`src/rtl/core/dpodc_pkg.sv`:
```
// Shared types, constants and microcode table for the date period overlap block.
// Used by the sequencer, the datapath and the top level; depends on nothing.
package dpodc_pkg;

   localparam int YEAR_W   = 14;
   localparam int MONTH_W  = 4;
   localparam int DAY_W    = 5;
   localparam int COUNT_W  = 22;
   localparam int SERIAL_W = 23;
   localparam int YY_W     = 15;
   localparam int QUOT_W   = 9;
   localparam int PROD_W   = 30;
   localparam int PC_W     = 3;
   localparam int DATE_W   = 2;

   localparam logic [YY_W-1:0]    RECIP_100   = 15'd20972;
   localparam int                 RECIP_SHIFT = 21;
   localparam logic [COUNT_W-1:0] COUNT_MAX   = '1;

   typedef struct packed {
      logic [YEAR_W-1:0]  first_start_year;
      logic [MONTH_W-1:0] first_start_month;
      logic [DAY_W-1:0]   first_start_day;
      logic [YEAR_W-1:0]  first_end_year;
      logic [MONTH_W-1:0] first_end_month;
      logic [DAY_W-1:0]   first_end_day;
      logic [YEAR_W-1:0]  second_start_year;
      logic [MONTH_W-1:0] second_start_month;
      logic [DAY_W-1:0]   second_start_day;
      logic [YEAR_W-1:0]  second_end_year;
      logic [MONTH_W-1:0] second_end_month;
      logic [DAY_W-1:0]   second_end_day;
   } req_type;

   typedef struct packed {
      logic [COUNT_W-1:0] overlap_days;
      logic               bad_date;
   } rsp_type;

   typedef enum logic [2:0] {
      UOP_DIV_Y,
      UOP_CHECK,
      UOP_DIV_YY,
      UOP_SUM_A,
      UOP_SUM_B,
      UOP_RANGE,
      UOP_COUNT,
      UOP_FINISH
   } uop_type;

   typedef enum logic [1:0] {
      JC_NONE,
      JC_NEXT_DATE,
      JC_BAD
   } jcond_type;

   typedef struct packed {
      uop_type          op;
      jcond_type        cond;
      logic [PC_W-1:0]  target;
   } ucode_word_type;

   typedef struct packed {
      logic              valid;
      logic              start;
      uop_type           op;
      logic [DATE_W-1:0] date;
   } dp_ctrl_type;

   typedef struct packed {
      logic bad;
   } dp_status_type;

   typedef enum logic {
      SEQ_IDLE,
      SEQ_RUN
   } seq_state_type;

   localparam logic [PC_W-1:0] PC_DATE_LOOP = 3'd0;
   localparam logic [PC_W-1:0] PC_FINISH    = 3'd7;

   function automatic ucode_word_type ucode_rom(input logic [PC_W-1:0] pc);
      ucode_word_type w;
      w = '{op: UOP_FINISH, cond: JC_NONE, target: PC_DATE_LOOP};
      unique case (pc)
         3'd0: w = '{op: UOP_DIV_Y,  cond: JC_NONE,      target: PC_DATE_LOOP};
         3'd1: w = '{op: UOP_CHECK,  cond: JC_NONE,      target: PC_DATE_LOOP};
         3'd2: w = '{op: UOP_DIV_YY, cond: JC_NONE,      target: PC_DATE_LOOP};
         3'd3: w = '{op: UOP_SUM_A,  cond: JC_NONE,      target: PC_DATE_LOOP};
         3'd4: w = '{op: UOP_SUM_B,  cond: JC_NEXT_DATE, target: PC_DATE_LOOP};
         3'd5: w = '{op: UOP_RANGE,  cond: JC_BAD,       target: PC_FINISH};
         3'd6: w = '{op: UOP_COUNT,  cond: JC_NONE,      target: PC_DATE_LOOP};
         3'd7: w = '{op: UOP_FINISH, cond: JC_NONE,      target: PC_DATE_LOOP};
         default: w = '{op: UOP_FINISH, cond: JC_NONE, target: PC_DATE_LOOP};
      endcase
      return w;
   endfunction

   function automatic logic [DAY_W-1:0] month_len(input logic [MONTH_W-1:0] month,
                                                 input logic leap);
      logic [DAY_W-1:0] len;
      unique case (month)
         4'd1, 4'd3, 4'd5, 4'd7, 4'd8, 4'd10, 4'd12: len = 5'd31;
         4'd4, 4'd6, 4'd9, 4'd11:                    len = 5'd30;
         4'd2:                                       len = leap ? 5'd29 : 5'd28;
         default:                                    len = 5'd0;
      endcase
      return len;
   endfunction

   function automatic logic [8:0] month_offset(input logic [MONTH_W-1:0] month);
      logic [8:0] off;
      unique case (month)
         4'd3:    off = 9'd0;
         4'd4:    off = 9'd31;
         4'd5:    off = 9'd61;
         4'd6:    off = 9'd92;
         4'd7:    off = 9'd122;
         4'd8:    off = 9'd153;
         4'd9:    off = 9'd184;
         4'd10:   off = 9'd214;
         4'd11:   off = 9'd245;
         4'd12:   off = 9'd275;
         4'd1:    off = 9'd306;
         4'd2:    off = 9'd337;
         default: off = 9'd0;
      endcase
      return off;
   endfunction

endpackage

```
`src/rtl/core/date_period_overlap_day_count.sv`:
```
// Top level of the date period overlap counter: request register, sequencer, datapath
// and result register. Depends on dpodc_pkg, dpodc_useq and dpodc_dpath.
//
// The block takes one request holding two Gregorian date periods and returns the number
// of days that lie in both, ends included, with bad_date set and a zero count when any
// date is invalid. A request is taken only while the block is idle, and a new request can
// be taken in the same cycle that the result appears. The microcode program runs five
// steps per date, four times over one shared 15 by 15 bit reciprocal multiplier, then
// range, count and finish steps; when a date is bad the count step is skipped. A result
// that waits in the output register only holds the sequencer at its finish step.
module date_period_overlap_day_count (
   input  logic               clock,
   input  logic               reset,
   input  logic               req_valid,
   output logic               req_stall,
   input  dpodc_pkg::req_type req_data,
   output logic               rsp_valid,
   input  logic               rsp_stall,
   output dpodc_pkg::rsp_type rsp_data
);

   dpodc_pkg::req_type       req_ff;
   dpodc_pkg::rsp_type       rsp_ff;
   logic                     rsp_valid_ff, rsp_valid_in;
   dpodc_pkg::dp_ctrl_type   ctrl;
   dpodc_pkg::dp_status_type status;
   dpodc_pkg::rsp_type       result;
   logic                     busy;
   logic                     finish;
   logic                     accept;
   logic                     out_block;

   assign req_stall = busy;
   assign accept    = req_valid && !busy;
   assign out_block = rsp_valid_ff && rsp_stall;

   dpodc_useq u_useq (
      .clock     (clock),
      .reset     (reset),
      .start     (accept),
      .out_block (out_block),
      .status    (status),
      .ctrl      (ctrl),
      .busy      (busy),
      .finish    (finish)
   );

   dpodc_dpath u_dpath (
      .clock  (clock),
      .reset  (reset),
      .ctrl   (ctrl),
      .req    (req_ff),
      .status (status),
      .result (result)
   );

   always_comb begin
      rsp_valid_in = rsp_valid_ff;
      if (finish) begin
         rsp_valid_in = 1'b1;
      end else if (!rsp_stall) begin
         rsp_valid_in = 1'b0;
      end
   end

   always_ff @(posedge clock) begin
      if (reset) begin
         rsp_valid_ff <= 1'b0;
      end else begin
         rsp_valid_ff <= rsp_valid_in;
      end
   end

   always_ff @(posedge clock) begin
      if (accept) req_ff <= req_data;
      if (finish) rsp_ff <= result;
   end

   assign rsp_valid = rsp_valid_ff;
   assign rsp_data  = rsp_ff;

endmodule

```
`src/rtl/core/dpodc_useq.sv`:
```
// Microcode sequencer: step counter, date loop counter and jump logic over the ROM.
// Depends on dpodc_pkg for the control word, the datapath control and status types.
module dpodc_useq (
   input  logic                   clock,
   input  logic                   reset,
   input  logic                   start,
   input  logic                   out_block,
   input  dpodc_pkg::dp_status_type status,
   output dpodc_pkg::dp_ctrl_type ctrl,
   output logic                   busy,
   output logic                   finish
);

   dpodc_pkg::seq_state_type state_ff, state_in;
   logic [dpodc_pkg::PC_W-1:0]   pc_ff, pc_in;
   logic [dpodc_pkg::DATE_W-1:0] date_ff, date_in;
   dpodc_pkg::ucode_word_type    word;
   logic                         jump;

   assign word = dpodc_pkg::ucode_rom(pc_ff);

   always_comb begin
      unique case (word.cond)
         dpodc_pkg::JC_NEXT_DATE: jump = (date_ff != '1);
         dpodc_pkg::JC_BAD:       jump = status.bad;
         default:                 jump = 1'b0;
      endcase
   end

   always_comb begin
      state_in = state_ff;
      unique case (state_ff)
         dpodc_pkg::SEQ_IDLE: begin
            if (start) state_in = dpodc_pkg::SEQ_RUN;
         end
         dpodc_pkg::SEQ_RUN: begin
            if (word.op == dpodc_pkg::UOP_FINISH && !out_block) state_in = dpodc_pkg::SEQ_IDLE;
         end
         default: state_in = dpodc_pkg::SEQ_IDLE;
      endcase
   end

   always_comb begin
      pc_in   = pc_ff;
      date_in = date_ff;
      if (state_ff == dpodc_pkg::SEQ_IDLE) begin
         pc_in   = '0;
         date_in = '0;
      end else if (word.op == dpodc_pkg::UOP_FINISH) begin
         if (!out_block) pc_in = '0;
      end else if (jump) begin
         pc_in = word.target;
         if (word.cond == dpodc_pkg::JC_NEXT_DATE) date_in = date_ff + 1'b1;
      end else begin
         pc_in = pc_ff + 1'b1;
      end
   end

   always_comb begin
      ctrl.valid = (state_ff == dpodc_pkg::SEQ_RUN);
      ctrl.start = start;
      ctrl.op    = word.op;
      ctrl.date  = date_ff;
      busy       = (state_ff == dpodc_pkg::SEQ_RUN);
      finish     = (state_ff == dpodc_pkg::SEQ_RUN) && (word.op == dpodc_pkg::UOP_FINISH)
                   && !out_block;
   end

   always_ff @(posedge clock) begin
      if (reset) begin
         state_ff <= dpodc_pkg::SEQ_IDLE;
         pc_ff    <= '0;
         date_ff  <= '0;
      end else begin
         state_ff <= state_in;
         pc_ff    <= pc_in;
         date_ff  <= date_in;
      end
   end

endmodule

```
`src/rtl/core/dpodc_dpath.sv`:
```
// Datapath: one shared reciprocal multiplier, date check, serial day sums and overlap count.
// Depends on dpodc_pkg for the request, result, control and status types and the tables.
module dpodc_dpath (
   input  logic                     clock,
   input  logic                     reset,
   input  dpodc_pkg::dp_ctrl_type   ctrl,
   input  dpodc_pkg::req_type       req,
   output dpodc_pkg::dp_status_type status,
   output dpodc_pkg::rsp_type       result
);

   logic [dpodc_pkg::YEAR_W-1:0]   year_sel;
   logic [dpodc_pkg::MONTH_W-1:0]  month_sel;
   logic [dpodc_pkg::DAY_W-1:0]    day_sel;
   logic [dpodc_pkg::YY_W-1:0]     mul_a;
   logic [dpodc_pkg::PROD_W-1:0]   product;
   logic [dpodc_pkg::YEAR_W-1:0]   q_times;
   logic [dpodc_pkg::YEAR_W-1:0]   rem_full;
   logic                           leap;
   logic [dpodc_pkg::DAY_W-1:0]    mlen;
   logic                           date_bad;
   logic [dpodc_pkg::SERIAL_W:0]   span;

   logic [dpodc_pkg::QUOT_W-1:0]   q_ff, q_in;
   logic [dpodc_pkg::YY_W-1:0]     yy_ff, yy_in;
   logic [dpodc_pkg::SERIAL_W-1:0] acc_ff, acc_in;
   logic [dpodc_pkg::SERIAL_W-1:0] serial_ff [4];
   logic [dpodc_pkg::SERIAL_W-1:0] serial_in;
   logic [dpodc_pkg::SERIAL_W-1:0] lo_ff, lo_in, hi_ff, hi_in;
   logic                           ok_ff, ok_in;
   logic                           bad_ff, bad_in;
   logic [dpodc_pkg::COUNT_W-1:0]  count_ff, count_in;

   always_comb begin
      unique case (ctrl.date)
         2'd0: begin
            year_sel  = req.first_start_year;
            month_sel = req.first_start_month;
            day_sel   = req.first_start_day;
         end
         2'd1: begin
            year_sel  = req.first_end_year;
            month_sel = req.first_end_month;
            day_sel   = req.first_end_day;
         end
         2'd2: begin
            year_sel  = req.second_start_year;
            month_sel = req.second_start_month;
            day_sel   = req.second_start_day;
         end
         default: begin
            year_sel  = req.second_end_year;
            month_sel = req.second_end_month;
            day_sel   = req.second_end_day;
         end
      endcase
   end

   assign mul_a   = (ctrl.op == dpodc_pkg::UOP_DIV_YY) ? yy_ff
                                                       : dpodc_pkg::YY_W'(year_sel);
   assign product = dpodc_pkg::PROD_W'(mul_a) * dpodc_pkg::PROD_W'(dpodc_pkg::RECIP_100);

   assign q_times  = dpodc_pkg::YEAR_W'(q_ff) * 14'd100;
   assign rem_full = year_sel - q_times;
   assign leap     = (year_sel[1:0] == 2'd0) && ((rem_full[6:0] != 7'd0) || (q_ff[1:0] == 2'd0));
   assign mlen     = dpodc_pkg::month_len(month_sel, leap);
   assign date_bad = (day_sel == '0) || (day_sel > mlen);

   assign serial_in = acc_ff - dpodc_pkg::SERIAL_W'(q_ff) + dpodc_pkg::SERIAL_W'(q_ff >> 2)
                      + dpodc_pkg::SERIAL_W'(dpodc_pkg::month_offset(month_sel))
                      + dpodc_pkg::SERIAL_W'(day_sel);
   assign span      = {1'b0, hi_ff} - {1'b0, lo_ff} + 1'b1;

   always_comb begin
      q_in     = q_ff;
      yy_in    = yy_ff;
      acc_in   = acc_ff;
      lo_in    = lo_ff;
      hi_in    = hi_ff;
      ok_in    = ok_ff;
      bad_in   = bad_ff;
      count_in = count_ff;
      if (ctrl.start) begin
         bad_in   = 1'b0;
         count_in = '0;
      end else if (ctrl.valid) begin
         unique case (ctrl.op)
            dpodc_pkg::UOP_DIV_Y, dpodc_pkg::UOP_DIV_YY: begin
               q_in = product[dpodc_pkg::RECIP_SHIFT +: dpodc_pkg::QUOT_W];
            end
            dpodc_pkg::UOP_CHECK: begin
               bad_in = bad_ff | date_bad;
               yy_in  = dpodc_pkg::YY_W'(year_sel) + 15'd400
                        - dpodc_pkg::YY_W'(month_sel <= 4'd2);
            end
            dpodc_pkg::UOP_SUM_A: begin
               acc_in = dpodc_pkg::SERIAL_W'(yy_ff) * 23'd365
                        + dpodc_pkg::SERIAL_W'(yy_ff >> 2);
            end
            dpodc_pkg::UOP_RANGE: begin
               lo_in = (serial_ff[0] > serial_ff[2]) ? serial_ff[0] : serial_ff[2];
               hi_in = (serial_ff[1] < serial_ff[3]) ? serial_ff[1] : serial_ff[3];
               ok_in = (serial_ff[1] >= serial_ff[0]) && (serial_ff[3] >= serial_ff[2]);
            end
            dpodc_pkg::UOP_COUNT: begin
               if (ok_ff && hi_ff >= lo_ff) begin
                  count_in = (span > (dpodc_pkg::SERIAL_W + 1)'(dpodc_pkg::COUNT_MAX))
                             ? dpodc_pkg::COUNT_MAX : span[dpodc_pkg::COUNT_W-1:0];
               end
            end
            default: ;
         endcase
      end
   end

   always_ff @(posedge clock) begin
      if (reset) begin
         bad_ff <= 1'b0;
      end else begin
         bad_ff <= bad_in;
      end
   end

   always_ff @(posedge clock) begin
      q_ff     <= q_in;
      yy_ff    <= yy_in;
      acc_ff   <= acc_in;
      lo_ff    <= lo_in;
      hi_ff    <= hi_in;
      ok_ff    <= ok_in;
      count_ff <= count_in;
      if (ctrl.valid && !ctrl.start && ctrl.op == dpodc_pkg::UOP_SUM_B) begin
         serial_ff[ctrl.date] <= serial_in;
      end
   end

   assign status.bad          = bad_ff;
   assign result.overlap_days = count_ff;
   assign result.bad_date     = bad_ff;

endmodule
```
`config.mk`:
```
export PLATFORM = sky130hd
export DESIGN_NAME = date_period_overlap_day_count
export DESIGN_NICKNAME = d
export VERILOG_FILES = /design/src/rtl/core/dpodc_pkg.sv /design/src/rtl/core/date_period_overlap_day_count.sv /design/src/rtl/core/dpodc_useq.sv /design/src/rtl/core/dpodc_dpath.sv
export SDC_FILE = /design/constraint.sdc
export NUM_CORES = 1
export LEC_CHECK = 0
export BUFFER_PORTS_ARGS = -buffer_cell sky130_fd_sc_hd__clkbuf_2
export CAP_MARGIN = 15
export CORE_AREA = 2 2 227 229
export DETAILED_ROUTE_END_ITERATION = 10
export DIE_AREA = 0 0 229 231
export PLACE_DENSITY_LB_ADDON = 0.12
export SYNTH_ARGS = -nofsm -noshare
export SYNTH_HDL_FRONTEND = slang
export SYNTH_SLANG_ARGS = --single-unit
```
`constraint.sdc`:
```
create_clock -name clock -period 7.7 [get_ports clock]
set_input_delay 0.77 -clock clock [delete_from_list [all_inputs] [get_ports clock]]
set_output_delay 0.77 -clock clock [all_outputs]
set_load 0.005 [all_outputs]
```
# After elaboration in Yosys (flattened, before gate mapping)
# Memories as Yosys holds them, arrays and structs flattened. A register that Yosys moved wholly into a read port is not among the register bits.
# Cells that the tools add are included.
[classes] addsub=12 multipliers=3 order_cmp=8 n_eq_ne=26 n_mux=22 n_bitwise=4 reduce_logical=33
[op_table] cell="$ge A23 B23 Y1" n=3
[op_table] cell="$mux W23" n=2
[op_table] cell="$pmux W14 S3" n=1
[op_table] cell="$pmux W5 S3" n=2
[op_table] cell="$mul A15 B13 Y28 const B" n=1
[op_table] cell="$add A24 B1 Y24 const B" n=1
[op_table] cell="$gt A24 B22 Y1 const B" n=1
[op_table] cell="$sub A23 B23 Y24" n=1
[op_table] cell="$add A23 B13 Y23" n=1
[op_table] cell="$add A23 B5 Y23" n=1
[op_table] cell="$add A23 B7 Y23" n=1
[op_table] cell="$add A23 B9 Y23" n=1
[op_table] cell="$gt A23 B23 Y1" n=1
[op_table] cell="$lt A23 B23 Y1" n=1
[op_table] cell="$mul A15 B9 Y23 const B" n=1
[op_table] cell="$sub A23 B9 Y23" n=1
[op_table] cell="$mux W22" n=1
[op_table] cell="$eq A4 B4 Y1 const B" n=5
[op_table] cell="$reduce_and A3 Y1" n=6
[op_table] cell="$eq A4 B3 Y1 const B" n=4
[op_table] cell="$add A14 B9 Y15 const B" n=1
[op_table] cell="$mux W15" n=1
[op_table] cell="$mux W3" n=5
[op_table] cell="$sub A15 B1 Y15" n=1
[op_table] cell="31 further kinds" n=64
[word_totals] reg_bits=239 ram_bits=92 mem_bits_ro=208 inputBits=96 wordCells=137 n_memories=3
[mem_list] memory="(name not given)" words=16 word_bits=9 rd=1 rd_ports_with_merged_regs=0 wr=0 line_no="dpodc_pkg.sv:113" text="unique case (month)"
[mem_list] memory="u_dpath.serial_ff" words=4 word_bits=23 rd=4 rd_ports_with_merged_regs=0 wr=1 line_no="dpodc_dpath.sv:27" text="logic [dpodc_pkg::SERIAL_W-1:0] serial_ff [4];"
[mem_list] memory="(name not given)" words=8 word_bits=8 rd=1 rd_ports_with_merged_regs=1 wr=0 line_no="dpodc_pkg.sv:85" text="unique case (pc)"

# Logic depth before layout (Yosys ltp)
[logic_depth] depth_word=11 ltp_mapped=29

# Modules after synthesis
# Synthesis repeated with hierarchy kept, for this count alone.
[hier_totals] cells_unflattened=2138 area_unflattened_um2=25161.6
[modules_own_cells] module="dpodc_dpath" instances=1 cells_each=1963 area_per_inst_um2=21056.4 seq_area_each_um2=6045.8
[modules_own_cells] module="date_period_overlap_day_count" instances=1 cells_each=120 area_per_inst_um2=3495.9 seq_area_each_um2=3473.3
[modules_own_cells] module="dpodc_useq" instances=1 cells_each=55 area_per_inst_um2=609.3 seq_area_each_um2=220.2

# Least setup slack after synthesis
# Ideal clock, no wire load.
[synth_path] path_type="register -> register" start="register u_useq.date_ff[0] (netlist name)" end="register u_dpath.q_ff[8] (netlist name) (data pin)" setup_ns=0.260 t_arrival_ns=6.518 setup_slack_ns=0.923 stages_incl_launch_ff=30 n_path_buf=2 path_cell_list="dfxtp_1 > inv_1 > ha_1 > clkbuf_1 > clkbuf_1 > a222oi_1 > a21oi_1 > inv_1 > o21ai_0 > inv_1 > fa_1 > inv_1 > ha_1 > inv_1 > fa_1 > inv_1 > fa_1 > inv_1 > fa_1 > inv_1 > ha_1 > a21o_1 > a21o_1 > a21oi_1 > o221ai_1 > a41oi_1 > o21ai_1 > or3_1 > a31oi_1 > xnor2_1"
[synth_between] elab_chain_len=4
[synth_lines] item="start: declaration" line_no="dpodc_useq.sv:16" text="logic [dpodc_pkg::DATE_W-1:0] date_ff, date_in;"
[synth_lines] item="start signal: assignment" line_no="dpodc_useq.sv:77" text="date_ff <= date_in;"
[synth_lines] item="$eq A2 B2 Y1 (tied with other cells)" line_no="dpodc_dpath.sv:35" text="unique case (ctrl.date)"
[synth_lines] item="$pmux W14 S3 (*)" line_no="dpodc_dpath.sv:35"
[synth_lines] item="$mux W15 (*)" line_no="dpodc_dpath.sv:59" text="assign mul_a = (ctrl.op == dpodc_pkg::UOP_DIV_YY) ? yy_ff"
[synth_lines] item="$mul A15 B13 Y28 (*)" line_no="dpodc_dpath.sv:61" text="assign product = dpodc_pkg::PROD_W'(mul_a) * dpodc_pkg::PROD_W'(dpodc_pkg::RECIP_100);"
[synth_lines] item="named net u_dpath.product, one bit" line_no="dpodc_dpath.sv:16" text="logic [dpodc_pkg::PROD_W-1:0] product;"
[synth_lines] item="end signal: assignment" line_no="dpodc_dpath.sv:125" text="q_ff <= q_in;"
[synth_lines] item="end: declaration" line_no="dpodc_dpath.sv:24" text="logic [dpodc_pkg::QUOT_W-1:0] q_ff, q_in;"
# Mark *: on every way through the listed nets, which the timed path passes. The rest lies on a longest branch.
# A chain may end at the register's enable or synchronous reset.

# Worst setup path after layout
# Ends and elaborated chain as after synthesis.

==> results.cfg <==
[route]
top_layer = met4
drt_iter0_drc = 726
ant_nets = 0
drc = 0
vias_per_cell = 5.24
avgRoutedWirePerCell_um = 17.4
route.met3.wl_um = 1280
vias = 16100
met2_length_um = 28200
totalWireLength_um = 53500
drtPass1Iterations = 8
m1WireLength_um = 22600

[global_route]
antenna_found_initial = 0
grt_pass1_vias = 17200
overflow = 0
track_usage_pct = 20.8
grt_pass1_wl_um = 87900
grt_max_degree = 93

[die]
die_h_um = 231
die_w_um = 229
io_pins = 121
coreArea_um2 = 50700
start_util_pct = 49.5
num_rows = 83
fp.dieArea_um2 = 52900

[logic_synthesis]
ys_ff_latch = 336
synth_warnings = 0
synthSimpleGateAreaFrac_pct = 6.32
synth_top_family_by_area = adder cells
syn-num-nets = 2829
avgSynthCellArea_um2 = 11.4
async_reset_ff_share_pct = 0
syn_area_um2 = 25100
synth-edff-count = 301
synth.area.mux_share_pct = 2.69
synth_top_area_cell = edfxtp_1
synth_top_area_share_pct = 36.1
synth-compound-area-share_pct = 10.7
ys_seq_area_share_pct = 38.9
synthXorXnorAreaFrac_pct = 3.74
synthFlopType = edfxtp_1
synth_cell_types = 76
yosys.area_share.adder_pct = 31.1
synthTopCellsByArea = edfxtp_1 36%, ha_1 19%, fa_1 12%, inv_1 6.1%, dfxtp_1 2.8%
netlist_instances = 2199

[status]
status = completed

[final_layout]
drive_gt1_share_pct = 11.9
antennaDiodeCount = 0
finalNetCount = 2998
fin_area_um2 = 28000
most-common-layout-cells = 407 x inv_1, 386 x ha_1, 301 x edfxtp_1
fillCellCount = 4420
layout_commonest_cell = inv_1
syn_to_final_growth_pct = 11.7

[min_path]
worst_hold_path_type = in2reg
hold_path_depth = 1
hp-start = req_data[1]

[timing]
slew_viol_final = 0
maxSlewHeadroom_pct = 25.1
period_minus_slack_ns = 7.17
skew_ns = 0.0363
clock.fmax_ghz = 0.139
tightest_slew_ns = 1.12
setup_viol = 0
setup_tns_ns = 0
finalHoldViolCount = 0
rsz0062_at_grt = false
fin_crit_sh_pct = 93.1

[clock_tree]
cts_root_buf = clkbuf_16
cts_setup_buffers = 0
numCtsBuffers = 40
cts.sinks = 336
clock_latency_ns = 0.58
clk_transition_reported_paths_ns = 0.06
cts_tree = yes
htree_levels = 2
cts_buffer_depth = 3

[job]
drv_cap = 0

[power_and_ir_drop]
switching_power_uw = 2370
p_clk_share_pct = 27.0
seqPwrFrac_pct = 33.8
p_leak_uw = 0.0130
vdd_drop_max_mv = 0.179
internal-power_uw = 4550
combPwrFrac_pct = 39.2
switching_share_pct = 34.2
p_per_area_nw_per_um2 = 247

[setup_path]
cp_slowest_cell = ha_1
cp_max_fo = 18
start_kind = flip-flop
critPathArrivalTime_ns = 7.46
cp.depth = 25
crit_path_end_kind = flip-flop
crit_buf_inv = 6
r2r-start = u_useq.date_ff[0]$_SDFFE_PP0P_
crit_family = adder cells
required_ns = 7.99
worstSetupPathType = reg2reg
crit_path_frequent_cell = inv_1
reg2regPathDepth = 25
critical_path.max_stage_delay_ns = 0.66
cp-startpoint = u_useq.date_ff[0]$_SDFFE_PP0P_

[placement]
dpl.hpwl_um = 43900
gp_congestion = 0.878
placed_area_um2 = 26700
port-buffer-count = 120
-- through the flow --
| stage | hold slack, ns | setup slack, ns | util (%) | power (µW) | instances |
|---|---|---|---|---|---|
| 2_1_floorplan | 0.403 | 0.923 | - | 4390 | 2199 |
| 3_3_place_gp | 0.409 | 0.622 | 52.6 | 5020 | 3006 |
| 3_5_place_dp | 0.411 | 0.438 | 52.6 | 5090 | 3006 |
| 4_1_cts | 0.337 | 0.341 | 55.2 | 7000 | 3078 |
| 5_1_grt | 0.337 | 0.00382 | 55.3 | 7460 | 3078 |
| 6_report | 0.366 | 0.531 | 55.3 | 6920 | 3078 |
-- power groups by stage --
| stage | combinational (µW) | clock, µW | sequential, µW |
|---|---|---|---|
| floorplan | 2030 | 0 | 2360 |
| global placement | 2650 | 0 | 2370 |
| detailed placement | 2720 | 0 | 2380 |
| CTS | 2750 | 1920 | 2340 |
| global route | 3130 | 1990 | 2340 |
| finish | 2710 | 1870 | 2340 |
-- cells in the mapped netlist, types with 19 or more instances --
| cell | count |
|---|---|
| nor2b_1 | 24 |
| fa_1 | 148 |
| nand2_1 | 65 |
| nor2_1 | 100 |
| xor2_1 | 30 |
| nor3_1 | 20 |
| edfxtp_1 | 301 |
| o21ai_0 | 79 |
| nand4_1 | 21 |
| xnor2_1 | 77 |
| inv_1 | 408 |
| dfxtp_1 | 35 |
| mux2i_1 | 38 |
| a222oi_1 | 22 |
| ha_1 | 386 |
| mux2_2 | 24 |
| nand2b_1 | 19 |
| a21oi_1 | 122 |
| a21o_1 | 51 |
| nand3_1 | 20 |
-- routing by layer --
metal  vias to the layer above  global-route usage, %
li1                       8035                      -
met1                      7837                   24.5
met2                       195                   39.8
met3                        67                   2.54
met4                         0                   5.58
met5                         -                      0
-- sequential cells by signal (all words and copies together), names as in the netlist, 3 cells and up --
register / flops
req_ff: 92
rsp_data: 23
u_dpath.acc_ff: 23
u_dpath.count_ff: 22
u_dpath.hi_ff: 23
u_dpath.lo_ff: 23
u_dpath.q_ff: 9
u_dpath.serial_ff: 92
u_dpath.yy_ff: 15
u_useq.pc_ff: 3
u_useq.word: 5
-- logic make-up after synthesis --
logic type	count (synthesis)
fa+ha+maj	534
buf+inv	434
compound gates	406
flops	336
simple gates	319
xor+xnor	107
mux	63
-- final timing paths --
kind	slack [ns]	endpoint
worst max-delay path	0.53	u_dpath.q_ff[8]$_DFFE_PP_
worst min-delay path	0.37	req_ff[1]$_DFFE_PP_
worst max register to register	0.53	u_dpath.q_ff[8]$_DFFE_PP_
worst min register to register	0.42	rsp_data[5]$_DFFE_PP_
-- final cells by class --
class                      instances  area [µm²]  share of cell area, %
timing repair buffer             152         841                   3.00
tap                              680         851                   3.04
sequential                       336        9740                   34.8
clock buffer                      45        1030                   3.68
inverter                         409        1540                   5.49
multi-input combinational       1429       13700                   49.0
clock inverter                    27         282                   1.01
-- repair_timing --
item	CTS	global route
endpoints found under the hold margin	0	0
hold buffers	0	0
resized for setup	0	5
endpoints found under the setup margin	0	10
Note: power is estimated with default switching activity, not from simulation.
